File: config.mk
export PLATFORM = sky130hd
export DESIGN_NAME = line_pixel_stepper
export DESIGN_NICKNAME = d
export VERILOG_FILES = /design/src/rtl/lps_pkg.sv /design/src/rtl/lps_addr.sv /design/src/rtl/line_pixel_stepper.sv
export VERILOG_INCLUDE_DIRS = /design/src /design/src/rtl
export SDC_FILE = /design/constraint.sdc
export NUM_CORES = 1
export LEC_CHECK = 0
export ABC_AREA = 1
export BUFFER_PORTS_ARGS = -buffer_cell sky130_fd_sc_hd__buf_4
export CORE_ASPECT_RATIO = 1.4
export CORE_MARGIN = 2
export CORE_UTILIZATION = 65
export CTS_CLUSTER_SIZE = 30
export DETAILED_ROUTE_END_ITERATION = 6
export PLACE_DENSITY = 0.83
export SYNTH_ARGS = -nofsm -noshare
export SYNTH_HDL_FRONTEND = slang
export SYNTH_SLANG_ARGS = --single-unit
File: constraint.sdc
create_clock -name i_clk -period 11 [get_ports i_clk]
set_clock_uncertainty 0.05 [all_clocks]
set_input_delay 3.3 -clock i_clk [delete_from_list [all_inputs] [get_ports i_clk]]
set_output_delay 3.3 -clock i_clk [all_outputs]
set_load 0.03 [all_outputs]
File: src/rtl/line_pixel_stepper_macros.svh
// Assertion macros for the line pixel stepper.
// Used by the RTL files that carry concurrent checks; clock i_clk, reset i_rst_n.
`ifndef LINE_PIXEL_STEPPER_MACROS_SVH
`define LINE_PIXEL_STEPPER_MACROS_SVH

// Same-cycle implication, checked outside reset
`define LPS_ASSERT_NOW(lbl, ante, cons, msg) \
    lbl: assert property (@(posedge i_clk) disable iff (!i_rst_n) (ante) |-> (cons)) \
        else $error(msg);

// Next-cycle implication, checked outside reset
`define LPS_ASSERT_NEXT(lbl, ante, cons, msg) \
    lbl: assert property (@(posedge i_clk) disable iff (!i_rst_n) (ante) |=> (cons)) \
        else $error(msg);

`endif

File: src/rtl/lps_pkg.sv
// Shared types and constants of the line pixel stepper.
// No dependencies; used by lps_addr and line_pixel_stepper.
package lps_pkg;

    // coordinate width and the widths derived from it
    localparam int COORD_BITS = 12;
    localparam int SPAN_W     = COORD_BITS;
    localparam int NSPAN_W    = COORD_BITS + 1;
    localparam int DIFF_W     = COORD_BITS + 1;
    localparam int ERR_W      = COORD_BITS + 2;
    localparam int E2_W       = COORD_BITS + 3;

    // fixed field widths
    localparam int SCR_W      = 13;
    localparam int ROWB_W     = 15;
    localparam int BPP_W      = 3;
    localparam int OFF_W      = 26;
    localparam int COLOR_W    = 32;
    localparam int CFG_IDX_W  = 2;
    localparam int CFG_DATA_W = 15;

    // stream packing
    localparam int IN_DATA_BITS  = 4 * COORD_BITS + COLOR_W;
    localparam int IN_DATA_W     = ((IN_DATA_BITS + 7) / 8) * 8;
    localparam int OUT_DATA_BITS = 2 * COORD_BITS + OFF_W + COLOR_W;
    localparam int OUT_DATA_W    = ((OUT_DATA_BITS + 7) / 8) * 8;
    localparam int OUT_USER_W    = 2;

    typedef logic signed [COORD_BITS-1:0] t_coord;
    typedef logic signed [DIFF_W-1:0]     t_diff;
    typedef logic signed [NSPAN_W-1:0]    t_nspan;
    typedef logic        [SPAN_W-1:0]     t_span;
    typedef logic signed [ERR_W-1:0]      t_err;
    typedef logic signed [E2_W-1:0]       t_e2;

    typedef enum logic {
        CMD_LOAD = 1'b0,
        CMD_STEP = 1'b1
    } t_cmd;

    typedef enum logic [CFG_IDX_W-1:0] {
        CFG_SCREEN_WIDTH    = 2'd0,
        CFG_SCREEN_HEIGHT   = 2'd1,
        CFG_ROW_BYTES       = 2'd2,
        CFG_BYTES_PER_PIXEL = 2'd3
    } t_cfg_idx;

    // register reset values
    localparam logic [SCR_W-1:0]  RST_SCREEN_WIDTH  = 13'd1920;
    localparam logic [SCR_W-1:0]  RST_SCREEN_HEIGHT = 13'd1080;
    localparam logic [ROWB_W-1:0] RST_ROW_BYTES     = 15'd7680;
    localparam logic [BPP_W-1:0]  RST_BPP           = 3'd4;

    typedef struct packed {
        logic [SCR_W-1:0]  screen_width;
        logic [SCR_W-1:0]  screen_height;
        logic [ROWB_W-1:0] row_bytes;
        logic [BPP_W-1:0]  bytes_per_pixel;
    } t_cfg;

endpackage

File: src/rtl/lps_addr.sv
// Screen clipping and framebuffer byte offset of one pixel.
// Depends on lps_pkg; instantiated by line_pixel_stepper.
module lps_addr (
    input  lps_pkg::t_cfg                i_cfg,
    input  lps_pkg::t_coord              i_x,
    input  lps_pkg::t_coord              i_y,
    output logic                         o_visible,
    output logic [lps_pkg::OFF_W-1:0]    o_offset
);

    logic [lps_pkg::COORD_BITS-1:0] ux;
    logic [lps_pkg::COORD_BITS-1:0] uy;
    logic [lps_pkg::OFF_W-1:0]      x_ext;
    logic [lps_pkg::OFF_W-1:0]      y_ext;
    logic [lps_pkg::OFF_W-1:0]      rb_ext;
    logic [lps_pkg::OFF_W-1:0]      bpp_ext;
    logic [lps_pkg::OFF_W-1:0]      row_part;
    logic [lps_pkg::OFF_W-1:0]      col_part;

    assign ux = i_x;
    assign uy = i_y;

    // negative coordinates are off screen
    assign o_visible = !i_x[lps_pkg::COORD_BITS-1] && !i_y[lps_pkg::COORD_BITS-1]
                    && (ux < i_cfg.screen_width) && (uy < i_cfg.screen_height);

    // y * row_bytes + x * bytes_per_pixel, wrapping at the offset width
    assign x_ext    = lps_pkg::OFF_W'(ux);
    assign y_ext    = lps_pkg::OFF_W'(uy);
    assign rb_ext   = lps_pkg::OFF_W'(i_cfg.row_bytes);
    assign bpp_ext  = lps_pkg::OFF_W'(i_cfg.bytes_per_pixel);
    assign row_part = y_ext * rb_ext;
    assign col_part = x_ext * bpp_ext;
    assign o_offset = o_visible ? (row_part + col_part) : '0;

endmodule

File: src/rtl/line_pixel_stepper.sv
// Bresenham line rasterizer, top level: command stream in, pixel stream out.
// Depends on lps_pkg, lps_addr and line_pixel_stepper_macros.svh.
//
// A load request latches two signed endpoints and a color and returns the first
// pixel; each step request returns the next pixel of the line with its clip flag,
// framebuffer byte offset and last flag, and a step with no line in progress
// returns an empty result (tuser pixel_valid 0, tlast 1). One request is taken
// every clock while the pixel stream keeps up, and each gives exactly one result:
// the accepting edge updates the Bresenham state (error compare, two adds and the
// endpoint test), and the clip test and the y*row_bytes + x*bytes_per_pixel
// multiply are registered into the output register when it is free to load.
// The request side stalls only while both the state stage and the output register
// hold a pixel that the pixel stream has not taken. Both ready outputs are low
// during reset. Configuration writes are only to be made while the block is idle;
// the block itself does not enforce this.
`include "line_pixel_stepper_macros.svh"

module line_pixel_stepper (
    input  logic                                 i_clk,
    input  logic                                 i_rst_n,
    // configuration write channel
    input  logic                                 i_cfg_valid,
    output logic                                 o_cfg_ready,
    input  logic [lps_pkg::CFG_IDX_W-1:0]        i_cfg_index,
    input  logic [lps_pkg::CFG_DATA_W-1:0]       i_cfg_data,
    // request stream
    input  logic                                 s_axis_tvalid,
    output logic                                 s_axis_tready,
    // tdata: start_x, start_y, end_x, end_y, start_color
    input  logic [lps_pkg::IN_DATA_W-1:0]        s_axis_tdata,
    // tuser: command
    input  logic                                 s_axis_tuser,
    // pixel stream
    output logic                                 m_axis_tvalid,
    input  logic                                 m_axis_tready,
    // tdata: pixel_x, pixel_y, byte_offset, pixel_color, zero fill
    output logic [lps_pkg::OUT_DATA_W-1:0]       m_axis_tdata,
    // tuser: pixel_valid, visible
    output logic [lps_pkg::OUT_USER_W-1:0]       m_axis_tuser,
    output logic                                 m_axis_tlast
);

    localparam int CB = lps_pkg::COORD_BITS;

    // configuration
    lps_pkg::t_cfg r_cfg;

    // line state
    lps_pkg::t_coord r_cur_x, n_cur_x;
    lps_pkg::t_coord r_cur_y, n_cur_y;
    lps_pkg::t_coord r_tgt_x, n_tgt_x;
    lps_pkg::t_coord r_tgt_y, n_tgt_y;
    lps_pkg::t_span  r_span_x, n_span_x;
    lps_pkg::t_nspan r_nspan_y, n_nspan_y;
    lps_pkg::t_err   r_err, n_err;
    logic            r_step_left, n_step_left;
    logic            r_step_up, n_step_up;
    logic [lps_pkg::COLOR_W-1:0] r_color, n_color;
    logic            r_active, n_active;

    // stage one flags
    logic r_s1_valid;
    logic r_s1_pix, n_pix;
    logic r_s1_last, n_last;

    // result register
    logic                          r_o_valid;
    logic                          r_o_pix;
    logic                          r_o_vis;
    logic                          r_o_last;
    lps_pkg::t_coord               r_o_x;
    lps_pkg::t_coord               r_o_y;
    logic [lps_pkg::OFF_W-1:0]     r_o_off;
    logic [lps_pkg::COLOR_W-1:0]   r_o_color;

    // handshake
    logic out_load;
    logic in_acc;

    // unpacked request
    lps_pkg::t_cmd               in_cmd;
    lps_pkg::t_coord             in_x0, in_y0, in_x1, in_y1;
    logic [lps_pkg::COLOR_W-1:0] in_color;

    // load arithmetic
    lps_pkg::t_diff dx, dy, adx;

    // step arithmetic
    lps_pkg::t_e2 st_e2, st_nsy, st_sx;
    lps_pkg::t_err st_add_x, st_add_y;
    logic st_mv_x, st_mv_y;

    // endpoint test on the next state
    lps_pkg::t_e2 ln_e2, ln_nsy, ln_sx;

    // clip and address of the pixel in stage one
    logic                      a_vis;
    logic [lps_pkg::OFF_W-1:0] a_off;

    assign o_cfg_ready   = i_rst_n;
    assign out_load      = !r_o_valid || m_axis_tready;
    assign s_axis_tready = i_rst_n && (!r_s1_valid || out_load);
    assign in_acc        = s_axis_tvalid && s_axis_tready;

    assign in_cmd   = lps_pkg::t_cmd'(s_axis_tuser);
    assign in_x0    = s_axis_tdata[CB-1:0];
    assign in_y0    = s_axis_tdata[2*CB-1:CB];
    assign in_x1    = s_axis_tdata[3*CB-1:2*CB];
    assign in_y1    = s_axis_tdata[4*CB-1:3*CB];
    assign in_color = s_axis_tdata[4*CB+lps_pkg::COLOR_W-1:4*CB];

    // configuration registers
    always_ff @(posedge i_clk) begin
        if (!i_rst_n) begin
            r_cfg.screen_width    <= lps_pkg::RST_SCREEN_WIDTH;
            r_cfg.screen_height   <= lps_pkg::RST_SCREEN_HEIGHT;
            r_cfg.row_bytes       <= lps_pkg::RST_ROW_BYTES;
            r_cfg.bytes_per_pixel <= lps_pkg::RST_BPP;
        end else if (i_cfg_valid && o_cfg_ready) begin
            case (lps_pkg::t_cfg_idx'(i_cfg_index))
                lps_pkg::CFG_SCREEN_WIDTH: begin
                    r_cfg.screen_width <= i_cfg_data[lps_pkg::SCR_W-1:0];
                end
                lps_pkg::CFG_SCREEN_HEIGHT: begin
                    r_cfg.screen_height <= i_cfg_data[lps_pkg::SCR_W-1:0];
                end
                lps_pkg::CFG_ROW_BYTES: begin
                    r_cfg.row_bytes <= i_cfg_data[lps_pkg::ROWB_W-1:0];
                end
                lps_pkg::CFG_BYTES_PER_PIXEL: begin
                    r_cfg.bytes_per_pixel <= i_cfg_data[lps_pkg::BPP_W-1:0];
                end
                default: begin
                end
            endcase
        end
    end

    // load: spans, directions and initial error
    assign dx  = lps_pkg::t_diff'(in_x1) - lps_pkg::t_diff'(in_x0);
    assign dy  = lps_pkg::t_diff'(in_y1) - lps_pkg::t_diff'(in_y0);
    assign adx = dx[lps_pkg::DIFF_W-1] ? -dx : dx;

    // step: Bresenham move decision on the current error
    assign st_e2    = lps_pkg::t_e2'({r_err, 1'b0});
    assign st_nsy   = lps_pkg::t_e2'(r_nspan_y);
    assign st_sx    = lps_pkg::t_e2'({1'b0, r_span_x});
    assign st_mv_x  = (st_e2 >= st_nsy);
    assign st_mv_y  = (st_e2 <= st_sx);
    assign st_add_x = st_mv_x ? lps_pkg::t_err'(r_nspan_y) : '0;
    assign st_add_y = st_mv_y ? lps_pkg::t_err'({1'b0, r_span_x}) : '0;

    // next state and the endpoint flag of the pixel it gives
    always_comb begin
        n_cur_x     = r_cur_x;
        n_cur_y     = r_cur_y;
        n_tgt_x     = r_tgt_x;
        n_tgt_y     = r_tgt_y;
        n_span_x    = r_span_x;
        n_nspan_y   = r_nspan_y;
        n_err       = r_err;
        n_step_left = r_step_left;
        n_step_up   = r_step_up;
        n_color     = r_color;
        n_pix       = 1'b1;
        case (in_cmd)
            lps_pkg::CMD_LOAD: begin
                n_cur_x     = in_x0;
                n_cur_y     = in_y0;
                n_tgt_x     = in_x1;
                n_tgt_y     = in_y1;
                n_step_left = !(in_x0 < in_x1);
                n_step_up   = !(in_y0 < in_y1);
                n_span_x    = adx[lps_pkg::SPAN_W-1:0];
                n_nspan_y   = dy[lps_pkg::DIFF_W-1] ? dy : -dy;
                n_err       = lps_pkg::t_err'({1'b0, n_span_x}) + lps_pkg::t_err'(n_nspan_y);
                n_color     = in_color;
            end
            lps_pkg::CMD_STEP: begin
                if (r_active) begin
                    n_err = r_err + st_add_x + st_add_y;
                    if (st_mv_x) begin
                        n_cur_x = r_step_left ? r_cur_x - 1'b1 : r_cur_x + 1'b1;
                    end
                    if (st_mv_y) begin
                        n_cur_y = r_step_up ? r_cur_y - 1'b1 : r_cur_y + 1'b1;
                    end
                end else begin
                    n_pix = 1'b0;
                end
            end
            default: begin
                n_pix = 1'b0;
            end
        endcase
    end

    // endpoint, or the axis about to move already sits at its end
    assign ln_e2  = lps_pkg::t_e2'({n_err, 1'b0});
    assign ln_nsy = lps_pkg::t_e2'(n_nspan_y);
    assign ln_sx  = lps_pkg::t_e2'({1'b0, n_span_x});

    always_comb begin
        if (!n_pix) begin
            n_last   = 1'b1;
            n_active = r_active;
        end else begin
            n_last = ((n_cur_x == n_tgt_x) && (n_cur_y == n_tgt_y))
                  || ((ln_e2 >= ln_nsy) && (n_cur_x == n_tgt_x))
                  || ((ln_e2 <= ln_sx) && (n_cur_y == n_tgt_y));
            n_active = !n_last;
        end
    end

    // state update on each accepted request
    always_ff @(posedge i_clk) begin
        if (!i_rst_n) begin
            r_cur_x     <= '0;
            r_cur_y     <= '0;
            r_tgt_x     <= '0;
            r_tgt_y     <= '0;
            r_span_x    <= '0;
            r_nspan_y   <= '0;
            r_err       <= '0;
            r_step_left <= 1'b0;
            r_step_up   <= 1'b0;
            r_color     <= '0;
            r_active    <= 1'b0;
        end else if (in_acc) begin
            r_cur_x     <= n_cur_x;
            r_cur_y     <= n_cur_y;
            r_tgt_x     <= n_tgt_x;
            r_tgt_y     <= n_tgt_y;
            r_span_x    <= n_span_x;
            r_nspan_y   <= n_nspan_y;
            r_err       <= n_err;
            r_step_left <= n_step_left;
            r_step_up   <= n_step_up;
            r_color     <= n_color;
            r_active    <= n_active;
        end
    end

    // stage one valid and flags; the pixel itself is the state above
    always_ff @(posedge i_clk) begin
        if (!i_rst_n) begin
            r_s1_valid <= 1'b0;
            r_s1_pix   <= 1'b0;
            r_s1_last  <= 1'b0;
        end else begin
            if (in_acc) begin
                r_s1_valid <= 1'b1;
                r_s1_pix   <= n_pix;
                r_s1_last  <= n_last;
            end else if (out_load) begin
                r_s1_valid <= 1'b0;
            end
        end
    end

    // clip test and byte offset of the stage one pixel
    lps_addr u_addr (
        .i_cfg     (r_cfg),
        .i_x       (r_cur_x),
        .i_y       (r_cur_y),
        .o_visible (a_vis),
        .o_offset  (a_off)
    );

    // result register
    always_ff @(posedge i_clk) begin
        if (!i_rst_n) begin
            r_o_valid <= 1'b0;
        end else if (out_load) begin
            r_o_valid <= r_s1_valid;
        end
    end

    always_ff @(posedge i_clk) begin
        if (out_load && r_s1_valid) begin
            r_o_pix   <= r_s1_pix;
            r_o_last  <= r_s1_last;
            r_o_vis   <= r_s1_pix && a_vis;
            r_o_x     <= r_s1_pix ? r_cur_x : '0;
            r_o_y     <= r_s1_pix ? r_cur_y : '0;
            r_o_off   <= r_s1_pix ? a_off : '0;
            r_o_color <= r_s1_pix ? r_color : '0;
        end
    end

    assign m_axis_tvalid = r_o_valid;
    assign m_axis_tdata  = lps_pkg::OUT_DATA_W'({r_o_color, r_o_off, r_o_y, r_o_x});
    assign m_axis_tuser  = {r_o_vis, r_o_pix};
    assign m_axis_tlast  = r_o_last;

    // checks
    `LPS_ASSERT_NOW(a_s1_active_tracks_last, r_s1_valid && r_s1_pix, r_active == !r_s1_last, "active flag disagrees with last flag of newest pixel")
    `LPS_ASSERT_NEXT(a_idle_step_keeps_idle, in_acc && (in_cmd == lps_pkg::CMD_STEP) && !r_active, !r_active && !r_s1_pix, "step without a line changed the state")
    `LPS_ASSERT_NOW(a_empty_result_zero, m_axis_tvalid && !m_axis_tuser[0], m_axis_tlast && (m_axis_tdata == '0) && !m_axis_tuser[1], "empty result carries data")
    `LPS_ASSERT_NOW(a_hidden_offset_zero, m_axis_tvalid && !m_axis_tuser[1], m_axis_tdata[lps_pkg::OFF_W+2*CB-1:2*CB] == '0, "offset set on a pixel that is not visible")

endmodule

## After elaboration in Yosys (flattened, before gate mapping)

Index checks and enable logic that the tools add are counted.

- Flip-flop bits (word level): 255
- Input bits: 103
- Output and inout bits: 94
- Logic and storage cells: 108

- Add/subtract/negate cells: 12
- Multipliers: 2
- Magnitude comparators: 8
- Equality and inequality tests: 5
- Muxes and demuxes: 23
- Bitwise logic cells: 1
- Reduce and logical (&&, ||, !) cells: 31

Operators with widths:

| operator | number |
|---|---|
| $mux W12 | 11 |
| $pmux W12 S2 | 2 |
| $ge A15 B13 Y1 | 2 |
| $le A15 B13 Y1 | 2 |
| $mux W14 | 2 |
| $pmux W14 S2 | 1 |
| $add A26 B26 Y26 | 1 |
| $lt A12 B13 Y1 | 2 |
| $mul A12 B15 Y26 | 1 |
| $mux W13 | 2 |
| $sub A12 B12 Y13 | 2 |
| $add A12 B1 Y12 const B | 2 |
| $eq A12 B12 Y1 | 2 |
| $lt A12 B12 Y1 | 2 |
| $sub A12 B1 Y12 const B | 2 |
| $mul A12 B3 Y15 | 1 |
| $add A13 B13 Y14 | 1 |
| $add A14 B13 Y14 | 1 |
| $add A14 B14 Y14 | 1 |
| $reduce_and A2 Y1 | 7 |
| $neg A13 Y13 | 1 |
| $neg A12 Y12 | 1 |
| $logic_and A1 B1 Y1 | 11 |
| $logic_not A1 Y1 | 7 |
| 7 further kinds | 15 |

## Longest topological paths before layout

Gate-level depths: netlist of the first run.

- Word-level depth: 11
- Mapped depth: 45
- Depth with buffers taken out: 45

## Modules after synthesis

From an unflattened synthesis of the first run, not the netlist that was laid out.

- Cell total of the unflattened synthesis: 3,628
- Area, all modules: 25,413.1 um^2

Modules (own cells, without submodules):

| module | instances | cells each | area an instance (um^2) | sequential area each (um^2) |
|---|---|---|---|---|
| line_pixel_stepper | 1 | 2,353 | 16,718.5 | 5,955.7 |
| lps_addr | 1 | 1,275 | 8,694.6 | 0.0 |

## Least setup slack after synthesis of the first run

Ideal clock, no wire load.

- Path type: input to register
- Start: input port m_axis_tready
- End: register r_o_last (netlist: m_axis_tlast) (enable)
- Setup time: 0.556 ns
- Data arrival time: 7.429 ns
- Slack: 2.965 ns
- Cell stages on the path: 2
- Cells stage by stage: inv_1 > a21oi_1

- Word-level cells in the longest chain between the ends: 2

Ends and longest elaborated chain:

| what | line | text |
|---|---|---|
| from (decl) | line_pixel_stepper.sv:35 | `input logic m_axis_tready,` |
| $logic_or A1 B1 Y1 | line_pixel_stepper.sv:101 | `assign out_load = !r_o_valid \|\| m_axis_tready;` |
| $logic_and A1 B1 Y1 | line_pixel_stepper.sv:280 | `if (out_load && r_s1_valid) begin` |
| to (signal assigned) | line_pixel_stepper.sv:282 | `r_o_last <= r_s1_last;` |
| to (decl) | line_pixel_stepper.sv:70 | `logic r_o_last;` |

No other way between the ends.
A chain may end at the register's enable or synchronous reset.

## Final worst setup path of the first run

- Start: input port s_axis_tdata[36] (netlist name)
- End: register r_active

- Word-level cells in the longest chain between the ends: 10

Ends and longest elaborated chain:

| what | line | text |
|---|---|---|
| from (decl) | line_pixel_stepper.sv:30 | `input logic [lps_pkg::IN_DATA_W-1:0] s_axis_tdata,` |
| $sub A12 B12 Y13 (*) | line_pixel_stepper.sv:141 | `assign dy = lps_pkg::t_diff'(in_y1) - lps_pkg::t_diff'(in_y0);` |
| $neg A13 Y13 | line_pixel_stepper.sv:175 | `n_nspan_y = dy[lps_pkg::DIFF_W-1] ? dy : -dy;` |
| $mux W13 (*) | line_pixel_stepper.sv:175 |  |
| $add A13 B13 Y14 (*) | line_pixel_stepper.sv:176 | `n_err = lps_pkg::t_err'({1'b0, n_span_x}) + lps_pkg::t_err'(n_nspan_y);` |
| $pmux W14 S2 (*) | line_pixel_stepper.sv:166 | `case (in_cmd)` |
| named net n_err[9] | line_pixel_stepper.sv:55 | `lps_pkg::t_err r_err, n_err;` |
| $ge A15 B13 Y1 | line_pixel_stepper.sv:209 | `\|\| ((ln_e2 >= ln_nsy) && (n_cur_x == n_tgt_x))` |
| $logic_and A1 B1 Y1 | line_pixel_stepper.sv:209 |  |
| $logic_or A1 B1 Y1 | line_pixel_stepper.sv:209 |  |
| $logic_or A1 B1 Y1 (*) | line_pixel_stepper.sv:210 | `\|\| ((ln_e2 <= ln_sx) && (n_cur_y == n_tgt_y));` |
| $logic_not A1 Y1 (*) | line_pixel_stepper.sv:211 | `n_active = !n_last;` |
| to (signal assigned) | line_pixel_stepper.sv:240 | `r_active <= n_active;` |
| to (decl) | line_pixel_stepper.sv:59 | `logic r_active, n_active;` |

The timed path passes the listed nets; every way through them passes the cells marked *.

==> flow_summary.toml, run 1 <==
[layout]
stdcell_count = 3936
nFillCells = 2942
diodes = 0
regArea_mm2 = 0.00596
area_growth_pct = 10.5
layout.nets = 3951
multi_input_area_mm2 = 0.0153
layout-drive-gt1-share_pct = 8.50

[routing]
vias = 22700
dr.pass1.iters = 5
wl_per_cell_um = 18.3
antenna_left = 0
remaining_drc_errors = 0
drt_iter0_markers = 1468
drt-total-wl_um = 71900
post_drt_via_cell_ratio = 5.76

[floorplan]
die-width_um = 167
core_mm2 = 0.0367
fp.dieArea_mm2 = 0.0388
io_pins = 197
die_h_um = 232
num_rows = 83
start_util_pct = 66.0

[setup_path]
crit_arrival_ns = 8.98
cp_max_fo = 9
r2r_slack_ns = 3.04
reg2reg_depth = 32
r2r-end = "r_o_off[23]"
slowest_stage = "o21ai_0"
cpMostUsedCell = "nand2_1"
end_kind = "register"
reg2reg_from = "r_cur_x[1]"
start_kind = "primary input"
max_stage_delay_ns = 0.76
critPathRequiredTime_ns = 11.41
crit_type = "in2reg"

[logic_synthesis]
ys_warn_count = 0
synthCells = 3337
synth_cell_type_count = 57
ys_async_sr_fraction_pct = 0
yosysTopAreaCell = "fa_1"
syn_avg_cell_area_um2 = 7.25
netlist_area_mm2 = 0.0242
synth.top_cell.area_share_pct = 14.2
synth_edf_count = 85
yosysSeqAreaShare_pct = 24.6
yosys-top-cells-area = "fa_1 14%, dfxtp_1 14%, nand2_1 13%"
synth_seq_cells = 255
synth_top_flop_cell = "dfxtp_1"
synth_most_common_cell = "nand2_1"
synthTopCellsByCount = "826 x nand2_1, 650 x inv_1, 241 x o21ai_0"

[place]
dp_cells = 3886
dp_hpwl_um = 56100
io_buffers = 190
gp_congestion = 0.973

[grt]
grt_pass1_wl_um = 115000
grtUsageTotal_pct = 36.8
grt_overflow = 0
antenna_found_initial = 1
grt_max_degree = 78
grt_pass1_vias = 23000

[hold_path]
holdCritStartpoint = "r_cfg[37]"
hold_depth = 2
min_path_type = "reg2reg"
min_to = "r_cfg[37]"

[clock_network]
worstSkewPairLatency_ns = 0.58
ctsResizeCount = 0
htree_levels = 1
cts_hold_buf = 0
cts_made_buffers = 27
cts_sinks = 255
path_clk_slew_ns = 0.07
root_buffer = "clkbuf_16"
cts_buffer_depth = 3
post_cts_buffers = 0
cts_tree = "yes"

[sta]
worst_pin_slew_ns = 1.17
finalCritPeriodShare_pct = 77.9
grt_setup_unrepaired = "false"
drv_slew = 0
hold_violations = 0
layout_min_cycle_time_ns = 8.57
setup_viol = 0
setup_tns_ns = 0
slew-limit-headroom_pct = 21.6
max_freq_ghz = 0.117

[power]
ir_drop_mv = 0.177
p_leak_uw = 0.0144
power.density_mw_per_mm2 = 140

[status]
status = "finished, final reports clean"

[job]
maxCapViolCount = 0
## kinds of logic after synthesis
group / synth area share, %
flops: 24.6
other cells: 0.0155
xor+xnor: 3.02
mux: 0.0414
fa+ha+maj: 26.0
buf+inv: 12.5
compound gates: 11.7
simple gates: 22.1
## final cells by class
| class | instances | share of cell area, % |
|---|---|---|
| Clock buffer | 36 | 2.92 |
| Tap cell | 467 | 2.18 |
| Clock inverter | 14 | 0.501 |
| Sequential cell | 255 | 22.3 |
| Inverter | 657 | 9.22 |
| Timing Repair Buffer | 206 | 5.78 |
| Multi-Input combinational cell | 2301 | 57.1 |
## per-layer routing
layer | up-vias | track usage (%) | part of all wire, %
li1 | 10700 | - | -
met1 | 10700 | 40.8 | 36
met2 | 943 | 67.8 | 51
met3 | 333 | 4.55 | 6.4
met4 | 2 | 21.2 | 6.4
met5 | - | 0 | 0.015
## state kept, by name, indices dropped and copies added, names as in the netlist, 12 cells and up
register,count
r_tgt_x,12
r_cfg,44
r_o_y,12
r_nspan_y,13
r_o_off,26
r_err,14
r_o_color,32
r_o_x,12
r_cur_x,12
r_color,32
r_span_x,12
r_cur_y,12
r_tgt_y,12
## how the worst max path moves through the flow
stage	startpoint	to	slack (ns)	depth (start not counted)
2_1_floorplan	m_axis_tready	m_axis_tlast	2.97	2
6_report	s_axis_tdata[36]	r_active	2.43	37
3_5_place_dp	s_axis_tdata[36]	r_active	1.94	37
4_1_cts	s_axis_tdata[36]	r_active	2.50	37
3_3_place_gp	s_axis_tdata[36]	r_active	2.04	43
5_1_grt	s_axis_tdata[36]	r_active	1.73	37
## through the flow
stage               utilization [%]  power, uW  setup slack [ns]  hold slack, ns  instance area [um^2]
finish                         73.0       3730              2.43           0.416                 26700
CTS                            73.0       3710              2.50           0.416                 26700
global route                   73.0       3990              1.73           0.429                 26700
global placement               70.5       2710              2.04           0.400                 25800
floorplan                         -       2310              2.97           0.353                 24200
detailed placement             70.5       2750              1.94           0.406                 25800
## critical path: cells and delay by family
family / cells / cell delay, ns
adders and majority gates: 4 / 1.34
buffers and inverters: 7 / 0.75
xor gates and xnor gates: 2 / 0.31
AOI/OAI and AO/OA: 6 / 1.53
and+or+nand+nor: 18 / 1.73
## power breakdown
| group | total [uW] | switching [uW] | internal, uW |
|---|---|---|---|
| Combinational | 1650 | 1070 | 579 |
| Sequential | 1130 | 92.4 | 1030 |
| Clock | 962 | 413 | 549 |
| Total | 3730 | 1570 | 2160 |
## cells in the final DEF, fill, tap and decap left out, types with 4 or more instances in the layout
| cell | instances |
|---|---|
| nor3_2 | 4 |
| clkinv_1 | 7 |
| buf_4 | 206 |
| xnor2_1 | 23 |
| nor3_1 | 22 |
| o21bai_1 | 10 |
| o211ai_1 | 15 |
| o21ai_0 | 241 |
| fa_1 | 172 |
| ha_1 | 228 |
| nand4_1 | 30 |
| inv_2 | 4 |
| a22o_1 | 4 |
| a211oi_1 | 4 |
| nand2_2 | 5 |
| nor2_1 | 206 |
| o22ai_1 | 15 |
| clkbuf_1 | 4 |
| nor2_2 | 4 |
| nand2_1 | 826 |
| nor4_1 | 4 |
| or2_2 | 8 |
| xor2_2 | 4 |
| clkbuf_16 | 29 |
| dfxtp_1 | 169 |
| a21oi_1 | 198 |
| conb_1 | 6 |
| a21o_1 | 9 |
| edfxtp_1 | 85 |
| clkinv_2 | 4 |
| inv_1 | 649 |
| nand3_2 | 6 |
| nand3_1 | 147 |
| xor2_1 | 53 |
| nand3b_1 | 19 |
Note: power is estimated with default switching activity, not from simulation.
==> run 2: changes to the inputs <==
- ABC_AREA: 1 -> 0
- CORE_UTILIZATION: 65 -> 62
- PLACE_DENSITY: 0.83 -> 0.79
- clock period: 11 -> 7.9 ns (I/O delays scaled with it)
==> run 2 against run 1 <==
Setup slack lost 2.3 ns. Synthesized cell count decreased by 18%. Hold slack worse by 0.0062 ns. Via count is 9.2% lower. Combinational power up 81%. Critical path depth down 6.
==> flow_summary.toml, run 2 <==
[logic_synthesis]
yosysTopAreaCell = "fa_1"
yosysSeqAreaShare_pct = 25.2
muxShareOfSynthArea_pct = 2.59
synth_compound_area_share_pct = 13.8
synthCells = 2746
netlist_area_mm2 = 0.0237
synth.top_cell.area_share_pct = 14.6
synth_top_family_by_area = "adder cells"
synth_seq_cells = 255
syn_avg_cell_area_um2 = 8.62
synthSimpleGateAreaFrac_pct = 19.1
yosys-top-cells-area = "fa_1 15%, dfxtp_1 14%, ha_1 12%"
synthTopCellsByCount = "423 x nand2_1, 310 x inv_1, 228 x ha_1"
ys_async_sr_fraction_pct = 0
synth-xor-area-share_pct = 5.44
synth_top_flop_cell = "dfxtp_1"
synth_edf_count = 85
synth_cell_type_count = 85
ys_warn_count = 0
synth_fa_ha_area_share_pct = 26.6
synth_most_common_cell = "nand2_1"

[sta]
max_freq_ghz = 0.129
layout_min_cycle_time_ns = 7.76
slew-limit-headroom_pct = 18.4
finalCritPeriodShare_pct = 98.2
finalWorstSetupSlack_ns = 0.139
worst_pin_slew_ns = 1.22
drv_slew = 0
setup_viol = 0
hold_violations = 0

[clock_network]
path_clk_slew_ns = 0.07
cts_buffer_depth = 3
cts_sinks = 255
cts_tree = "yes"
cts_hold_buf = 0
root_buffer = "clkbuf_16"
htree_levels = 1
worstSkewPairLatency_ns = 0.60
cts_made_buffers = 28

[layout]
final_cell_mix = "422 x nand2_1, 339 x buf_4, 309 x inv_1"
layout.nets = 3489
multi_input_area_mm2 = 0.0162
diodes = 0
regArea_mm2 = 0.00596
stdcell_count = 3480
top_regs = "r_cfg: 44 flops, r_color: 32 flops, r_o_color: 32 flops"
final_common_cell = "nand2_1"
area_growth_pct = 15.9
largest_reg_flops = 44
regMostFlops = "r_cfg"
nFillCells = 2866
layout-drive-gt1-share_pct = 14.8

[routing]
drt-total-wl_um = 69000
post_drt_via_cell_ratio = 5.92
remaining_drc_errors = 0
vias = 20600
antenna_left = 0
wl_per_cell_um = 19.8
drt_iter0_markers = 1367
dr.pass1.iters = 6

[floorplan]
fp.dieArea_mm2 = 0.0398
die-width_um = 169
start_util_pct = 62.9
num_rows = 84
die_h_um = 235
core_mm2 = 0.0376
io_pins = 197

[power]
ir_drop_mv = 0.206
p_leak_uw = 0.0128
power.density_mw_per_mm2 = 217

[grt]
grt_pass1_wl_um = 109000
grt_pass1_vias = 21000
grtUsageTotal_pct = 34.5
antenna_found_initial = 0
grt_max_degree = 73
grt_overflow = 0

[place]
io_buffers = 190
dp_slack_ns = -0.500
dp_cells = 3428
dp_hpwl_um = 52200
gp_congestion = 0.982

[setup_path]
start_kind = "primary input"
slowest_stage = "or4b_2"
max_stage_delay_ns = 0.62
crit_arrival_ns = 8.21
end_kind = "register"
crit_type = "in2reg"
cp_max_fo = 6
critPathRequiredTime_ns = 8.35

[status]
status = "finished, final reports clean"

[job]
maxCapViolCount = 0

[hold_path]
min_path_type = "reg2reg"
-- run 2: changes by cell type after synthesis, sizes merged, moves of 41 or more --
cell,before,now
a21o,9,50
mux2i,1,54
nor2,212,153
a21boi,1,83
inv,653,310
and2,2,139
xnor2,23,99
o21ai,246,77
a21oi,200,111
nand3,154,55
nand2,832,423
-- run 2: timing repair --
item | CTS | global route
pin swaps | 1 | 8
buffers inserted | 0 | 1
resized for setup | 4 | 27
setup endpoints to repair | 3 | 9
-- run 2: critical path: cells and delay by family --
| kind | cells | cell delay, ns |
|---|---|---|
| AOI/OAI and AO/OA | 18 | 2.97 |
| buffers and inverters | 5 | 0.53 |
| adders and majority gates | 4 | 1.06 |
| and+or+nand+nor | 2 | 0.73 |
| muxes | 1 | 0.35 |
| xor gates and xnor gates | 1 | 0.20 |
-- run 2: stage by stage --
step                setup TNS [ns]  utilization (%)  cell area, um^2  hold WS [ns]  total power, uW
finish                           0             72.9            27400         0.410             5950
global route                -0.232             72.9            27400         0.429             6300
CTS                              0             72.6            27300         0.413             5900
detailed placement           -1.34             69.9            26300         0.392             4480
global placement            -0.666             69.9            26300         0.396             4410
floorplan                        0                -            23700         0.359             3440
-- run 2: cells by family (layout without fill, tap and decap cells) --
group / Yosys count / count (layout)
simple gates: 959 / 959
buf+inv: 445 / 701
other cells: 1 / 6
mux: 60 / 60
flops: 255 / 255
compound gates: 479 / 479
xor+xnor: 147 / 147
fa+ha+maj: 400 / 400
-- run 2: layout make-up --
cell class | count | share of cell area, %
clock buffer | 35 | 2.80
clock inverter | 16 | 0.775
inverter | 311 | 4.26
multi-input combinational | 2051 | 59.0
sequential | 255 | 21.7
tap | 473 | 2.16
timing repair buffer | 339 | 9.28
-- run 2: path summary, 6_finish.rpt --
check,depth (start not counted),start,end,slack [ns]
worst max-delay path,31,s_axis_tdata[24],r_active,0.14
worst min-delay path,2,r_color[10],r_color[10],0.41
worst max register to register,31,r_cfg[0],r_o_off[24],0.24
worst min register to register,2,r_color[10],r_color[10],0.41
-- run 2: report_power, final --
group | internal, uW | total, uW | switching [uW] | leakage [uW]
combinational | 1270 | 2980 | 1700 | 0.0102
sequential | 1440 | 1560 | 122 | 0.00220
clock | 800 | 1410 | 610 | 0.000473
-- run 2: metal layers --
metal	GRT usage, %	up-vias	wire (um)
met5	0	-	0
met4	17.7	0	4060
met3	4.14	239	3700
met2	63.9	738	35900
met1	38.5	10000	25400
li1	-	9603	-
